===== src/design/tsrc_pkg.sv =====
package tsrc_pkg;

    // Field widths fixed by the interface.
    localparam int unsigned TimeWidth    = 32;
    localparam int unsigned AttemptWidth = 16;
    localparam int unsigned CfgIdxWidth  = 3;

    // Configuration register indexes.
    localparam logic [CfgIdxWidth-1:0] CFG_SYNC_ENABLED     = 3'd0;
    localparam logic [CfgIdxWidth-1:0] CFG_DISPATCH_TIMEOUT = 3'd1;
    localparam logic [CfgIdxWidth-1:0] CFG_RESOLVE_TIMEOUT  = 3'd2;
    localparam logic [CfgIdxWidth-1:0] CFG_REPLY_TIMEOUT    = 3'd3;
    localparam logic [CfgIdxWidth-1:0] CFG_RETRY_INTERVAL   = 3'd4;
    localparam logic [CfgIdxWidth-1:0] CFG_RESYNC_INTERVAL  = 3'd5;

    // Reset values of the configuration registers.
    localparam logic [TimeWidth-1:0] RST_DISPATCH_TIMEOUT = 32'd5000;
    localparam logic [TimeWidth-1:0] RST_RESOLVE_TIMEOUT  = 32'd10000;
    localparam logic [TimeWidth-1:0] RST_REPLY_TIMEOUT    = 32'd5000;
    localparam logic [TimeWidth-1:0] RST_RETRY_INTERVAL   = 32'd60000;
    localparam logic [TimeWidth-1:0] RST_RESYNC_INTERVAL  = 32'd86400000;

    localparam logic [AttemptWidth-1:0] ATTEMPT_MAX = '1;

    // Client state codes as reported on the result channel.
    localparam logic [2:0] STATE_IDLE      = 3'd0;
    localparam logic [2:0] STATE_DISPATCH  = 3'd1;
    localparam logic [2:0] STATE_RESOLVE   = 3'd2;
    localparam logic [2:0] STATE_REQUESTED = 3'd3;
    localparam logic [2:0] STATE_SYNCED    = 3'd4;
    localparam logic [2:0] STATE_RETRY     = 3'd5;

    typedef enum logic [1:0] {
        KIND_TICK   = 2'd0,
        KIND_NET_UP = 2'd1,
        KIND_FORCE  = 2'd2
    } kind_t;

    typedef enum logic [2:0] {
        PHASE_NONE         = 3'd0,
        PHASE_DISPATCH     = 3'd1,
        PHASE_RESOLVE      = 3'd2,
        PHASE_SENT         = 3'd3,
        PHASE_READY        = 3'd4,
        PHASE_RESOLVE_FAIL = 3'd5,
        PHASE_SEND_FAIL    = 3'd6
    } phase_t;

    typedef enum logic [1:0] {
        CMD_NONE  = 2'd0,
        CMD_START = 2'd1,
        CMD_CLEAR = 2'd2,
        CMD_REARM = 2'd3
    } cmd_t;

    // Client state machine, one-hot.
    typedef enum logic [5:0] {
        MODE_IDLE      = 6'b000001,
        MODE_DISPATCH  = 6'b000010,
        MODE_RESOLVE   = 6'b000100,
        MODE_REQUESTED = 6'b001000,
        MODE_SYNCED    = 6'b010000,
        MODE_RETRY     = 6'b100000
    } mode_t;

    typedef struct packed {
        logic                 sync_enabled;
        logic [TimeWidth-1:0] dispatch_timeout_ms;
        logic [TimeWidth-1:0] resolve_timeout_ms;
        logic [TimeWidth-1:0] reply_timeout_ms;
        logic [TimeWidth-1:0] retry_interval_ms;
        logic [TimeWidth-1:0] resync_interval_ms;
    } cfg_t;

    typedef struct packed {
        logic [1:0]           kind;
        logic [TimeWidth-1:0] now_ms;
        logic [2:0]           job_phase;
        logic                 dispatch_accepted;
        logic                 reply_ok;
        logic [TimeWidth-1:0] reply_seconds;
        logic [TimeWidth-1:0] sent_stamp_ms;
        logic [TimeWidth-1:0] rx_stamp_ms;
    } item_t;

    typedef struct packed {
        mode_t                   mode;
        logic [TimeWidth-1:0]    mode_since_ms;
        logic [TimeWidth-1:0]    resync_deadline_ms;
        logic [AttemptWidth-1:0] attempts;
        logic                    synced;
        logic                    request_pending;
        logic [TimeWidth-1:0]    last_round_trip;
    } state_t;

    typedef struct packed {
        logic [2:0]              client_state;
        logic                    synced_flag;
        logic [AttemptWidth-1:0] attempt_count;
        logic [1:0]              job_command;
        logic                    set_time_strobe;
        logic [TimeWidth-1:0]    set_time_seconds;
        logic [TimeWidth-1:0]    round_trip_ms;
        logic                    request_accepted;
    } result_t;

    // Map the one-hot mode onto the reported state code.
    function automatic logic [2:0] mode_code(input mode_t mode);
        logic [2:0] code;
        unique case (mode)
            MODE_DISPATCH:  code = STATE_DISPATCH;
            MODE_RESOLVE:   code = STATE_RESOLVE;
            MODE_REQUESTED: code = STATE_REQUESTED;
            MODE_SYNCED:    code = STATE_SYNCED;
            MODE_RETRY:     code = STATE_RETRY;
            default:        code = STATE_IDLE;
        endcase
        return code;
    endfunction

endpackage


===== src/design/tsrc_cfg_regs.sv =====
module tsrc_cfg_regs (
    input  logic                                   aclk,
    input  logic                                   aresetn,
    input  logic                                   cfg_we,
    input  logic [tsrc_pkg::CfgIdxWidth-1:0]       cfg_index,
    input  logic [tsrc_pkg::TimeWidth-1:0]         cfg_wdata,
    output tsrc_pkg::cfg_t                         cfg
);

    tsrc_pkg::cfg_t cfg_reg;
    tsrc_pkg::cfg_t cfg_next;

    // Decode the register index; unknown indexes are dropped.
    always_comb begin
        cfg_next = cfg_reg;
        if (cfg_we) begin
            unique case (cfg_index)
                tsrc_pkg::CFG_SYNC_ENABLED:     cfg_next.sync_enabled = cfg_wdata[0];
                tsrc_pkg::CFG_DISPATCH_TIMEOUT: cfg_next.dispatch_timeout_ms = cfg_wdata;
                tsrc_pkg::CFG_RESOLVE_TIMEOUT:  cfg_next.resolve_timeout_ms = cfg_wdata;
                tsrc_pkg::CFG_REPLY_TIMEOUT:    cfg_next.reply_timeout_ms = cfg_wdata;
                tsrc_pkg::CFG_RETRY_INTERVAL:   cfg_next.retry_interval_ms = cfg_wdata;
                tsrc_pkg::CFG_RESYNC_INTERVAL:  cfg_next.resync_interval_ms = cfg_wdata;
                default: ;
            endcase
        end
    end

    always_ff @(posedge aclk) begin
        if (!aresetn) begin
            cfg_reg.sync_enabled        <= 1'b1;
            cfg_reg.dispatch_timeout_ms <= tsrc_pkg::RST_DISPATCH_TIMEOUT;
            cfg_reg.resolve_timeout_ms  <= tsrc_pkg::RST_RESOLVE_TIMEOUT;
            cfg_reg.reply_timeout_ms    <= tsrc_pkg::RST_REPLY_TIMEOUT;
            cfg_reg.retry_interval_ms   <= tsrc_pkg::RST_RETRY_INTERVAL;
            cfg_reg.resync_interval_ms  <= tsrc_pkg::RST_RESYNC_INTERVAL;
        end else begin
            cfg_reg <= cfg_next;
        end
    end

    assign cfg = cfg_reg;

endmodule


===== src/design/tsrc_step_logic.sv =====
module tsrc_step_logic (
    input  tsrc_pkg::item_t   item,
    input  tsrc_pkg::cfg_t    cfg,
    input  tsrc_pkg::state_t  cur,
    output tsrc_pkg::state_t  nxt,
    output tsrc_pkg::result_t res
);

    typedef struct packed {
        tsrc_pkg::mode_t  mode;
        logic             take;
        tsrc_pkg::phase_t phase;
        tsrc_pkg::cmd_t   cmd;
    } start_t;

    // Outcome of starting a request: idle when sync is off, retry when the
    // transport refuses the job, dispatching otherwise.
    function automatic start_t start_req(input logic en, input logic acc);
        start_t s;
        s.take = en;
        if (!en) begin
            s.mode  = tsrc_pkg::MODE_IDLE;
            s.phase = tsrc_pkg::PHASE_NONE;
            s.cmd   = tsrc_pkg::CMD_NONE;
        end else if (!acc) begin
            s.mode  = tsrc_pkg::MODE_RETRY;
            s.phase = tsrc_pkg::PHASE_NONE;
            s.cmd   = tsrc_pkg::CMD_CLEAR;
        end else begin
            s.mode  = tsrc_pkg::MODE_DISPATCH;
            s.phase = tsrc_pkg::PHASE_DISPATCH;
            s.cmd   = tsrc_pkg::CMD_START;
        end
        return s;
    endfunction

    always_comb begin
        tsrc_pkg::phase_t              phase;
        tsrc_pkg::cmd_t                cmd;
        start_t                        st;
        logic                          strobe;
        logic [tsrc_pkg::TimeWidth-1:0] secs;
        logic                          req_acc;
        logic [tsrc_pkg::TimeWidth-1:0] elapsed;
        logic [tsrc_pkg::TimeWidth-1:0] limit;
        logic [tsrc_pkg::TimeWidth-1:0] to_deadline;
        logic                          resolving;

        nxt         = cur;
        phase       = tsrc_pkg::phase_t'(item.job_phase);
        cmd         = tsrc_pkg::CMD_NONE;
        st          = start_req(cfg.sync_enabled, item.dispatch_accepted);
        strobe      = 1'b0;
        secs        = '0;
        req_acc     = 1'b0;
        elapsed     = '0;
        limit       = '0;
        to_deadline = '0;
        resolving   = 1'b0;

        unique case (item.kind)
            tsrc_pkg::KIND_NET_UP: begin
                nxt.synced          = 1'b0;
                nxt.attempts        = '0;
                nxt.request_pending = 1'b1;
            end
            tsrc_pkg::KIND_FORCE: begin
                if (cfg.sync_enabled) begin
                    nxt.synced          = 1'b0;
                    nxt.request_pending = 1'b1;
                    req_acc             = 1'b1;
                end
            end
            tsrc_pkg::KIND_TICK: begin
                // A pending request starts unless a query is already in flight.
                if (cur.request_pending) begin
                    nxt.request_pending = 1'b0;
                    if (cur.mode != tsrc_pkg::MODE_DISPATCH &&
                        cur.mode != tsrc_pkg::MODE_RESOLVE &&
                        cur.mode != tsrc_pkg::MODE_REQUESTED) begin
                        nxt.mode = st.mode;
                        if (st.take) begin
                            nxt.mode_since_ms = item.now_ms;
                            phase             = st.phase;
                            cmd               = st.cmd;
                        end
                    end
                end

                elapsed     = item.now_ms - nxt.mode_since_ms;
                to_deadline = item.now_ms - nxt.resync_deadline_ms;

                // Run the client state machine on the updated mode.
                unique case (nxt.mode)
                    tsrc_pkg::MODE_DISPATCH, tsrc_pkg::MODE_RESOLVE: begin
                        resolving = (nxt.mode == tsrc_pkg::MODE_RESOLVE);
                        limit     = resolving ? cfg.resolve_timeout_ms
                                              : cfg.dispatch_timeout_ms;
                        if (phase == tsrc_pkg::PHASE_SENT ||
                            phase == tsrc_pkg::PHASE_READY) begin
                            if (nxt.attempts != tsrc_pkg::ATTEMPT_MAX) begin
                                nxt.attempts = nxt.attempts + 1'b1;
                            end
                            nxt.mode          = tsrc_pkg::MODE_REQUESTED;
                            nxt.mode_since_ms = item.now_ms;
                        end else if (phase == tsrc_pkg::PHASE_RESOLVE && !resolving) begin
                            nxt.mode          = tsrc_pkg::MODE_RESOLVE;
                            nxt.mode_since_ms = item.now_ms;
                        end else if (phase == tsrc_pkg::PHASE_RESOLVE_FAIL ||
                                     phase == tsrc_pkg::PHASE_SEND_FAIL ||
                                     elapsed > limit) begin
                            nxt.mode          = tsrc_pkg::MODE_RETRY;
                            nxt.mode_since_ms = item.now_ms;
                        end
                    end
                    tsrc_pkg::MODE_REQUESTED: begin
                        if (phase == tsrc_pkg::PHASE_READY) begin
                            if (item.reply_ok) begin
                                nxt.last_round_trip    = item.rx_stamp_ms - item.sent_stamp_ms;
                                nxt.synced             = 1'b1;
                                nxt.mode               = tsrc_pkg::MODE_SYNCED;
                                nxt.resync_deadline_ms = item.now_ms + cfg.resync_interval_ms;
                                if (item.reply_seconds != '0) begin
                                    strobe = 1'b1;
                                    secs   = item.reply_seconds;
                                end
                            end else begin
                                cmd = tsrc_pkg::CMD_REARM;
                            end
                        end else if (elapsed > cfg.reply_timeout_ms) begin
                            nxt.mode          = tsrc_pkg::MODE_RETRY;
                            nxt.mode_since_ms = item.now_ms;
                        end
                    end
                    tsrc_pkg::MODE_RETRY, tsrc_pkg::MODE_SYNCED: begin
                        // Retry pause over, or resync deadline reached.
                        if ((nxt.mode == tsrc_pkg::MODE_RETRY &&
                             elapsed >= cfg.retry_interval_ms) ||
                            (nxt.mode == tsrc_pkg::MODE_SYNCED &&
                             !to_deadline[tsrc_pkg::TimeWidth-1])) begin
                            nxt.mode = st.mode;
                            if (st.take) begin
                                nxt.mode_since_ms = item.now_ms;
                                cmd               = st.cmd;
                            end
                        end
                    end
                    default: ;
                endcase
            end
            default: ;
        endcase

        res.client_state     = tsrc_pkg::mode_code(nxt.mode);
        res.synced_flag      = nxt.synced;
        res.attempt_count    = nxt.attempts;
        res.job_command      = cmd;
        res.set_time_strobe  = strobe;
        res.set_time_seconds = secs;
        res.round_trip_ms    = nxt.last_round_trip;
        res.request_accepted = req_acc;
    end

endmodule


===== src/design/time_sync_retry_controller.sv =====
// Network time query sequencer. Each request on the s_ channel is a tick, a
// network-up event or a forced-sync request; each produces exactly one result
// on the m_ channel carrying the client state after the event, the job command
// for the transport, and a set-time strobe with the reply seconds. The block
// takes one request per clock: a request is registered, then one combinational
// pass over the client state and the configuration produces the next state
// and the result, which is held in an output register. A request passes from the
// input register to the output register, where its result is valid; while a
// result waits on m_ready, the next request is held in the input register and
// s_ready drops. The configuration port is a plain write port and must only be
// written while no request is in flight.
module time_sync_retry_controller (
    input  logic        aclk,
    input  logic        aresetn,

    input  logic        cfg_we,
    input  logic [2:0]  cfg_index,
    input  logic [31:0] cfg_wdata,

    input  logic        s_valid,
    output logic        s_ready,
    input  logic [1:0]  s_kind,
    input  logic [31:0] s_now_ms,
    input  logic [2:0]  s_job_phase,
    input  logic        s_dispatch_accepted,
    input  logic        s_reply_ok,
    input  logic [31:0] s_reply_seconds,
    input  logic [31:0] s_sent_stamp_ms,
    input  logic [31:0] s_rx_stamp_ms,

    output logic        m_valid,
    input  logic        m_ready,
    output logic [2:0]  m_client_state,
    output logic        m_synced_flag,
    output logic [15:0] m_attempt_count,
    output logic [1:0]  m_job_command,
    output logic        m_set_time_strobe,
    output logic [31:0] m_set_time_seconds,
    output logic [31:0] m_round_trip_ms,
    output logic        m_request_accepted
);

    tsrc_pkg::cfg_t    cfg;
    tsrc_pkg::item_t   item_reg;
    tsrc_pkg::item_t   item_next;
    logic              in_valid_reg;
    logic              in_valid_next;
    tsrc_pkg::state_t  state_reg;
    tsrc_pkg::state_t  state_next;
    tsrc_pkg::result_t res_reg;
    tsrc_pkg::result_t res_next;
    logic              out_valid_reg;
    logic              out_valid_next;
    logic              advance;
    logic              s_fire;

    tsrc_cfg_regs u_cfg (
        .aclk      (aclk),
        .aresetn   (aresetn),
        .cfg_we    (cfg_we),
        .cfg_index (cfg_index),
        .cfg_wdata (cfg_wdata),
        .cfg       (cfg)
    );

    tsrc_step_logic u_step (
        .item (item_reg),
        .cfg  (cfg),
        .cur  (state_reg),
        .nxt  (state_next),
        .res  (res_next)
    );

    // The registered request moves on whenever the result register is free.
    assign advance = in_valid_reg && (!out_valid_reg || m_ready);
    assign s_ready = !in_valid_reg || advance;
    assign s_fire  = s_valid && s_ready;

    always_comb begin
        item_next.kind              = s_kind;
        item_next.now_ms            = s_now_ms;
        item_next.job_phase         = s_job_phase;
        item_next.dispatch_accepted = s_dispatch_accepted;
        item_next.reply_ok          = s_reply_ok;
        item_next.reply_seconds     = s_reply_seconds;
        item_next.sent_stamp_ms     = s_sent_stamp_ms;
        item_next.rx_stamp_ms       = s_rx_stamp_ms;
    end

    // Handshake bookkeeping for both register stages.
    always_comb begin
        in_valid_next = in_valid_reg;
        if (s_fire) begin
            in_valid_next = 1'b1;
        end else if (advance) begin
            in_valid_next = 1'b0;
        end
        out_valid_next = out_valid_reg;
        if (advance) begin
            out_valid_next = 1'b1;
        end else if (m_ready) begin
            out_valid_next = 1'b0;
        end
    end

    // Control and client state.
    always_ff @(posedge aclk) begin
        if (!aresetn) begin
            in_valid_reg                 <= 1'b0;
            out_valid_reg                <= 1'b0;
            state_reg.mode               <= tsrc_pkg::MODE_IDLE;
            state_reg.mode_since_ms      <= '0;
            state_reg.resync_deadline_ms <= '0;
            state_reg.attempts           <= '0;
            state_reg.synced             <= 1'b0;
            state_reg.request_pending    <= 1'b0;
            state_reg.last_round_trip    <= '0;
        end else begin
            in_valid_reg  <= in_valid_next;
            out_valid_reg <= out_valid_next;
            if (advance) begin
                state_reg <= state_next;
            end
        end
    end

    // Payload registers.
    always_ff @(posedge aclk) begin
        if (s_fire) begin
            item_reg <= item_next;
        end
        if (advance) begin
            res_reg <= res_next;
        end
    end

    assign m_valid            = out_valid_reg;
    assign m_client_state     = res_reg.client_state;
    assign m_synced_flag      = res_reg.synced_flag;
    assign m_attempt_count    = res_reg.attempt_count;
    assign m_job_command      = res_reg.job_command;
    assign m_set_time_strobe  = res_reg.set_time_strobe;
    assign m_set_time_seconds = res_reg.set_time_seconds;
    assign m_round_trip_ms    = res_reg.round_trip_ms;
    assign m_request_accepted = res_reg.request_accepted;

`ifndef ASSERT_OFF
    // Client state changes only when a request passes through the logic.
    a_state_hold: assert property (@(posedge aclk) disable iff (!aresetn)
        !advance |=> $stable(state_reg))
        else $error("client state changed without a request");

    // A registered request is never dropped while the output is stalled.
    a_item_kept: assert property (@(posedge aclk) disable iff (!aresetn)
        in_valid_reg && !advance |=> in_valid_reg)
        else $error("registered request lost");

    // Only a network-up event may lower the attempt count.
    a_attempts_mono: assert property (@(posedge aclk) disable iff (!aresetn)
        advance && item_reg.kind != tsrc_pkg::KIND_NET_UP
        |=> state_reg.attempts >= $past(state_reg.attempts))
        else $error("attempt count decreased");

    // A time load only comes with a fresh sync.
    a_strobe_synced: assert property (@(posedge aclk) disable iff (!aresetn)
        out_valid_reg && res_reg.set_time_strobe
        |-> res_reg.synced_flag && res_reg.client_state == tsrc_pkg::STATE_SYNCED
            && res_reg.set_time_seconds != '0)
        else $error("set-time strobe outside a sync");

    // Without a strobe the seconds field reads zero.
    a_secs_zero: assert property (@(posedge aclk) disable iff (!aresetn)
        out_valid_reg && !res_reg.set_time_strobe |-> res_reg.set_time_seconds == '0)
        else $error("seconds present without strobe");
`endif

endmodule

===== config.mk =====
export PLATFORM = sky130hd
export DESIGN_NAME = time_sync_retry_controller
export DESIGN_NICKNAME = d
export VERILOG_FILES = /design/src/design/tsrc_pkg.sv /design/src/design/tsrc_cfg_regs.sv /design/src/design/tsrc_step_logic.sv /design/src/design/time_sync_retry_controller.sv
export SDC_FILE = /design/constraint.sdc
export NUM_CORES = 1
export LEC_CHECK = 0
export ABC_CLOCK_PERIOD_IN_PS = 9820
export BUFFER_PORTS_ARGS = -buffer_cell sky130_fd_sc_hd__buf_4
export CORE_AREA = 2 2 217 219
export DETAILED_ROUTE_END_ITERATION = 16
export DIE_AREA = 0 0 219 221
export MAX_ROUTING_LAYER = met4
export PLACE_DENSITY = 0.79
export SLEW_MARGIN = 30
export SYNTH_ARGS = -nofsm -noshare
export SYNTH_HDL_FRONTEND = slang
export SYNTH_SLANG_ARGS = --single-unit

===== constraint.sdc =====
create_clock -name aclk -period 9.82 [get_ports aclk]
set_input_delay 1.964 -clock aclk [delete_from_list [all_inputs] [get_ports aclk]]
set_output_delay 1.964 -clock aclk [all_outputs]
set_load 0.05 [all_outputs]

==> out/summary.txt, run 1 <==
================================================================================
Share of synthesized flip-flops with an asynchronous set or reset              0
Max Slew Vio Count                                                             0
Post-layout min period                                                   8.16 ns
Largest net degree at the start of global routing                            134
Placer Congestion                                                          0.960
Crit share post-route                                                      0.831
Number of clock sinks                                                        506
Antenna violations before repair                                               4
F_max                                                                    123 MHz
Setup crit start kind                                                       flop
Post-synthesis instance total                                               2995
Overflow left after global routing                                             0
Total die area                                                         48400 um2
Total of hold buffers inserted after clock tree synthesis                      0
CTS buffer count                                                              53
Initial core utilization                                                   0.594
Number of remaining DRC errors                                                 0
Std cell rows                                                                 79
Count of buffers inserted at the top-level ports                             264
Cell at the root of the clock tree                                  sky130_fd_sc_hd__clkbuf_16
Post-Syn Area                                                          27400 um2
Leakage                                                                  12.6 nW
Slew at the pin with the worst max-slew slack                           0.981 ns
Required time at the endpoint of the critical path                      10.32 ns
Area leader, netlist                                                sky130_fd_sc_hd__edfxtp_1
Number of enable flip-flop cells after synthesis                             223
Via-per-instance ratio                                                      6.00
Die H                                                                     221 um
Net Count, Synth                                                            3387
Layout overhead on the synthesized area                                    15.8%
Worst-path clk slew                                                      0.06 ns
Leading post-synthesis cells by cell area                           sky130_fd_sc_hd__edfxtp_1 (24%), sky130_fd_sc_hd__dfxtp_1 (21%), sky130_fd_sc_hd__ha_1 (9.8%)
Vias in the first global route                                             22300
Mean post-synth cell area                                               9.13 um2
Final Power                                                              5.35 mW
Critical Setup Path Class                                                reg2reg
Clock latency at the later pin of the worst-skew pair                    0.63 ns
Worst-path fanout max                                                         26
Core area                                                              46100 um2
Post-synthesis register bit count                                            506
Number of max-cap violations                                                   0
Iteration-0 DRC count of the detailed router                                2078
Commonest non-fill, non-tap cell in the layout                      sky130_fd_sc_hd__nand2_1
Proportion of synthesized chip area in sequential cells                    0.452
VDD IR-drop max                                                           161 uV
Total number of nets in the final design                                    3597
Worst Setup End Kind                                                        flop
TritonCTS clock tree                                                       built
Global Route Usage Sum                                                     0.316
CP arrival                                                               8.66 ns
Share of cells above drive strength 1                                      0.138
CTS H-tree depth                                                               2
Wire length of the first global-routing pass                           119000 um
Hold Crit Class                                                          reg2reg
Die Wd                                                                    219 um
Avg WL per Cell                                                          19.6 um
Final Setup Violations                                                         0
Deepest clock path buffer count                                                3
Unrepaired setup endpoints after global routing                            false
HPWL after detailed placement                                           54700 um
Yosys synthesis warning count                                                  0
Area share of the largest cell type after synthesis                        0.245
Synth unique cells                                                            95
Number of antenna-violating nets in the routed design                          0
Routed via count                                                           23200
Count of endpoints failing hold in the final timing report                     0
Hold slack                                                              0.452 ns
I/O pins                                                                     265
Total negative slack for setup checks                                       0 ns
Run status                                                          finished clean
Total iterations of the first detailed-routing run                             6
FILL cells                                                                  3571
Setup bufs post-CTS                                                            0
Max FFs per register                                                         161
Routed WL                                                               75600 um
Maximum clock skew at final layout                                     0.0350 ns
Most frequent cells in the layout                                   sky130_fd_sc_hd__nand2_1 (566), sky130_fd_sc_hd__a21oi_1 (345), sky130_fd_sc_hd__buf_4 (285)
Pwr Density                                                           169 nW/um2
Main synth FF type                                                  sky130_fd_sc_hd__dfxtp_1
Gates resized, CTS repair                                                      0
Relative slew slack                                                        0.346
================================================================================
[worst max-delay path, stage by stage, from the launching register on]
cell and delay (ns):
sky130_fd_sc_hd__dfxtp_1 0.50, sky130_fd_sc_hd__xor2_1 0.16, sky130_fd_sc_hd__o211ai_2 0.38, sky130_fd_sc_hd__nand2_1 0.57, sky130_fd_sc_hd__o21ai_0 0.45, sky130_fd_sc_hd__ha_1 0.28, sky130_fd_sc_hd__inv_1 0.10, sky130_fd_sc_hd__or3_1 0.37
sky130_fd_sc_hd__o32ai_1 0.24, sky130_fd_sc_hd__a41o_1 0.19, sky130_fd_sc_hd__o211ai_1 0.17, sky130_fd_sc_hd__nand2_1 0.15, sky130_fd_sc_hd__a41o_1 0.32, sky130_fd_sc_hd__o21ai_1 0.14, sky130_fd_sc_hd__a2111oi_0 0.42, sky130_fd_sc_hd__nor3_1 0.19
sky130_fd_sc_hd__ha_1 0.33, sky130_fd_sc_hd__nand3_1 0.10, sky130_fd_sc_hd__nor4_1 0.55, sky130_fd_sc_hd__nand4_1 0.31, sky130_fd_sc_hd__a311oi_1 0.37, sky130_fd_sc_hd__o221ai_2 0.25, sky130_fd_sc_hd__a221oi_2 0.37, sky130_fd_sc_hd__o31a_1 0.20
sky130_fd_sc_hd__buf_4 0.32, sky130_fd_sc_hd__o221ai_4 0.23, sky130_fd_sc_hd__a22oi_1 0.27, sky130_fd_sc_hd__o22ai_1 0.10
[cells by family after synthesis]
kind of cell | Yosys count | share of synthesized area
AOI/OAI and AO/OA | 768 | 0.179
xor gates and xnor gates | 96 | 0.0307
adders and majority gates | 217 | 0.0998
buffers and inverters | 289 | 0.0412
DFF | 506 | 0.452
muxes | 69 | 0.0255
and+or+nand+nor | 1050 | 0.172
[synthesized netlist by cell type (all sizes together), types with 59 or more instances]
cell	number
nand2	567
ha	215
a21o	60
inv	157
nor2	155
edfxtp	223
xnor2	59
dfxtp	283
clkbuf	106
o21ai	139
mux2i	64
nand3	78
a21oi	347
[power breakdown]
part | total (mW) | internal (mW) | switching, mW
logic | 0.911 | 0.351 | 0.560
registers | 2.33 | 2.27 | 0.0541
clock network | 2.11 | 1.23 | 0.888
total | 5.35 | 3.85 | 1.50
[per-layer routing]
layer / global-route usage / vias to the layer above / routed length, um
li1: - / 11100 / -
met1: 0.406 / 11100 / 32000
met2: 0.520 / 826 / 36800
met3: 0.0379 / 147 / 4710
met4: 0.106 / 0 / 2170
met5: - / - / 0
[per-stage QoR]
| stage | cell area [um2] | util | worst slack, ns | std cells |
|---|---|---|---|---|
| finish | 31700 | 0.688 | 1.66 | 3862 |
| floorplan | 27400 | - | 3.10 | 2995 |
| global route | 31700 | 0.688 | 1.07 | 3862 |
| detailed placement | 29800 | 0.647 | 1.86 | 3757 |
| CTS | 31700 | 0.687 | 1.85 | 3857 |
| global placement | 29800 | 0.646 | 2.06 | 3756 |
[worst paths after layout]
kind	start	slack [ns]	cells after the start	end
min	u_cfg.cfg[118]	0.45	2	u_cfg.cfg[118]
max reg2reg	state_reg[117]	1.66	27	state_reg[113]
min reg2reg	u_cfg.cfg[118]	0.45	2	u_cfg.cfg[118]
max	state_reg[117]	1.66	27	state_reg[113]
[layout make-up]
| class | instances | area [um2] | area share |
|---|---|---|---|
| antenna | 5 | 12.5 | 0.000395 |
| sequential | 506 | 12400 | 0.390 |
| timing repair buffer | 286 | 2170 | 0.0684 |
| clock inverter | 28 | 335 | 0.0106 |
| multi-input combinational | 2200 | 13900 | 0.439 |
| clock buffer | 72 | 1520 | 0.0480 |
| inverter | 158 | 603 | 0.0190 |
| tap | 607 | 759 | 0.0240 |
(Power assumes the default switching activity.)
==> run 2, diff against run 1 <==
--- a/config.mk
+++ b/config.mk
@@ -5,13 +5,14 @@
 export SDC_FILE = /design/constraint.sdc
 export NUM_CORES = 1
 export LEC_CHECK = 0
-export ABC_CLOCK_PERIOD_IN_PS = 9820
+export ABC_AREA = 1
+export ABC_CLOCK_PERIOD_IN_PS = 6600
 export BUFFER_PORTS_ARGS = -buffer_cell sky130_fd_sc_hd__buf_4
-export CORE_AREA = 2 2 217 219
+export CORE_AREA = 2 2 232 234
 export DETAILED_ROUTE_END_ITERATION = 16
-export DIE_AREA = 0 0 219 221
+export DIE_AREA = 0 0 234 236
 export MAX_ROUTING_LAYER = met4
-export PLACE_DENSITY = 0.79
+export PLACE_DENSITY = 0.76
 export SLEW_MARGIN = 30
 export SYNTH_ARGS = -nofsm -noshare
 export SYNTH_HDL_FRONTEND = slang
==> constraint.sdc (replaced) <==
create_clock -name aclk -period 6.6 [get_ports aclk]
set_input_delay 1.32 -clock aclk [delete_from_list [all_inputs] [get_ports aclk]]
set_output_delay 1.32 -clock aclk [all_outputs]
set_load 0.05 [all_outputs]
==> run 2 against run 1 <==
Against the previous run:
- utilization fell by 6.3 points
- sequential power increased by 50%
- area after synthesis increased by 4.7%
- die area rose by 14%
- sequential share of layout area down 1.8 points
- combinational power grew 86%
- synthesized cell count increased by 21%
- global-route usage shrank 1.8 points
- clock power is 45% higher
- register-to-register slack got worse by 0.96 ns
- critical path type unchanged
- critical endpoint is now m_client_state[0]
- largest power group unchanged
- highest routed layer unchanged
==> out/summary.txt, run 2 <==
====================================================================================
Run status                                                              finished clean
Antenna violations before repair                                                   2
Total of hold buffers inserted after clock tree synthesis                          0
Synth unique cells                                                                55
I/O pins                                                                         265
Post-synthesis adder-cell area fraction                                       0.0953
VDD IR-drop max                                                               221 uV
Worst-path clk slew                                                          0.07 ns
Share of synthesized flip-flops with an asynchronous set or reset                  0
Max Slew Vio Count                                                                 0
Area share of the largest cell type after synthesis                            0.234
Wire length of the first global-routing pass                               126000 um
Total number of nets in the final design                                        4247
Setup bufs post-CTS                                                                0
Area leader, netlist                                                    sky130_fd_sc_hd__edfxtp_1
Total die area                                                             55200 um2
Worst-path fanout max                                                             36
Number of max-cap violations                                                       0
Simple-gate share of the synthesized area                                      0.178
Avg WL per Cell                                                              17.6 um
Slack of the worst reg-to-reg path                                           0.71 ns
Final Util                                                                     0.625
Yosys synthesis warning count                                                      0
Routed via count                                                               25500
Launching instance or port of the critical path                         u_cfg.cfg[160]
Gates resized, CTS repair                                                          0
Post-synthesis register bit count                                                506
Slew at the pin with the worst max-slew slack                               0.931 ns
Post-route standard cell area excluding fillers                            33200 um2
Number of remaining DRC errors                                                     0
Standard cell area after detailed placement                                31300 um2
Largest net degree at the start of global routing                                115
Relative slew slack                                                            0.378
Core area                                                                  53100 um2
Post-layout min period                                                       5.89 ns
Cell with the most instances after synthesis                            sky130_fd_sc_hd__nand2_1
Final Setup Violations                                                             0
Startpoint of the most critical register-to-register path               u_cfg.cfg[160]
Net Count, Synth                                                                4016
Iteration-0 DRC count of the detailed router                                    2329
Number of enable flip-flop cells after synthesis                                 223
Main synth FF type                                                      sky130_fd_sc_hd__dfxtp_1
Unrepaired setup endpoints after global routing                                false
Clock latency at the later pin of the worst-skew pair                        0.64 ns
Max FFs per register                                                             161
Required time at the endpoint of the critical path                           7.11 ns
Fraction of the mapped netlist area in compound gates                          0.179
Setup crit start kind                                                           flop
Dominant combinational cell family by area after synthesis              compound AO/OA/AOI/OAI gates
Number of clock sinks                                                            506
Placer Congestion                                                              0.996
CP arrival                                                                   6.40 ns
Maximum single-stage delay on the critical path                              0.59 ns
Proportion of synthesized area in mux cells                                   0.0112
Endpoint of the worst hold path                                         u_cfg.cfg[109]
Die H                                                                         236 um
Share of cells above drive strength 1                                          0.119
Parity-gate share of the synthesized area counting xor and xnor cells         0.0226
Crit share post-route                                                          0.893
Cell at the root of the clock tree                                      sky130_fd_sc_hd__clkbuf_16
Most frequent cells after synthesis                                     sky130_fd_sc_hd__nand2_1 (611), sky130_fd_sc_hd__inv_1 (477), sky130_fd_sc_hd__o21ai_0 (381), sky130_fd_sc_hd__nor2_1 (378), sky130_fd_sc_hd__a21oi_1 (375)
Pwr Density                                                               249 nW/um2
Most frequent cells in the layout                                       sky130_fd_sc_hd__nand2_1 (609), sky130_fd_sc_hd__inv_1 (474), sky130_fd_sc_hd__o21ai_0 (381)
Overflow left after global routing                                                 0
Routed WL                                                                   81000 um
Leakage                                                                      15.4 nW
Proportion of synthesized chip area in sequential cells                        0.432
Global Route Usage Sum                                                         0.298
CTS buffer count                                                                  54
Most used cell along the critical path                                  sky130_fd_sc_hd__nand2_1
Capture point of the worst reg-to-reg path                              m_client_state[0]
Worst Hold Launch                                                       u_cfg.cfg[109]
Worst Setup End Kind                                                            flop
Total negative slack for setup checks                                           0 ns
Hold Crit Class                                                              reg2reg
CTS H-tree depth                                                                   2
Layout overhead on the synthesized area                                        15.8%
Post-synthesis instance total                                                   3624
Mean post-synth cell area                                                   7.90 um2
Deepest clock path buffer count                                                    3
R2R cell count                                                                    31
FILL cells                                                                      4592
Commonest non-fill, non-tap cell in the layout                          sky130_fd_sc_hd__nand2_1
Via-per-instance ratio                                                          5.55
Post-Syn Area                                                              28600 um2
F_max                                                                        170 MHz
TritonCTS clock tree                                                           built
Initial core utilization                                                       0.540
Final Power                                                                  8.25 mW
Total iterations of the first detailed-routing run                                 9
Number of antenna-violating nets in the routed design                              0
Critical Setup Path Class                                                    reg2reg
Master of the slowest instance on the critical path                     sky130_fd_sc_hd__dfxtp_2
Leading post-synthesis cells by cell area                               sky130_fd_sc_hd__edfxtp_1 (23%), sky130_fd_sc_hd__dfxtp_1 (20%), sky130_fd_sc_hd__ha_1 (9.4%)
HPWL after detailed placement                                               60400 um
Std cell rows                                                                     85
Vias in the first global route                                                 23600
Count of endpoints failing hold in the final timing report                         0
Count of buffers inserted at the top-level ports                                 264
Maximum clock skew at final layout                                         0.0300 ns
Number of cells traversed by the worst hold path                                   2
Die Wd                                                                        234 um
====================================================================================
[run 2: cell count changes after synthesis, sizes merged, moves of 36 or more]
cell   before  now
o21ai     139  432
nand3      78  114
a21o       60    7
inv       157  489
xnor2      59   23
nand2     567  622
nor2      155  387
and2       49    0
[run 2: final cells by class]
type / instances / area, um2 / area share
antenna: 1 / 2.50 / 0.0000754
clock buffer: 75 / 1580 / 0.0475
clock inverter: 23 / 229 / 0.00690
inverter: 493 / 1860 / 0.0561
multi-input combinational: 2498 / 14000 / 0.421
sequential: 506 / 12400 / 0.373
tap: 696 / 871 / 0.0263
timing repair buffer: 302 / 2300 / 0.0693
[run 2: logic make-up after synthesis]
family / Yosys count
DFF: 506
muxes: 32
adders and majority gates: 217
xor gates and xnor gates: 74
AOI/OAI and AO/OA: 948
and+or+nand+nor: 1227
buffers and inverters: 620
[run 2: critical path: cells and delay by family (launching register included)]
family / cells / cell delay, ns
adder cells (fa/ha/maj): 2 / 0.68
AO/OA/AOI/OAI: 7 / 1.56
AND/OR/NAND/NOR: 19 / 2.39
flip-flops: 1 / 0.59
buffers and inverters: 3 / 0.55
[run 2: where the power goes]
| group | switching [mW] | internal (mW) |
|---|---|---|
| clock network | 1.30 | 1.75 |
| registers | 0.0843 | 3.42 |
| logic | 1.09 | 0.605 |
[run 2: metal layers]
layer  GRT usage  vias up  wire length (um)
met5           -        -                 0
met3      0.0434      153              6050
met1       0.418    11700             36800
li1            -    12600                 -
met4      0.0986        0              2730
met2       0.441      959             35400
[run 2: worst max path at each step]
stage	slack, ns	end
after floorplan	1.59	item_reg[0]
after global placement	0.43	m_client_state[0]
after detailed placement	0.44	m_client_state[0]
after CTS	0.42	m_client_state[0]
after global routing	0.01	m_client_state[0]
final	0.71	m_client_state[0]
[run 2: through the flow]
| step | setup WS [ns] | instances | hold WS, ns |
|---|---|---|---|
| floorplan | 1.59 | 3624 | 0.428 |
| global placement | 0.432 | 4495 | 0.438 |
| detailed placement | 0.443 | 4495 | 0.442 |
| CTS | 0.417 | 4593 | 0.458 |
| global route | 0.0127 | 4594 | 0.482 |
| finish | 0.705 | 4594 | 0.458 |
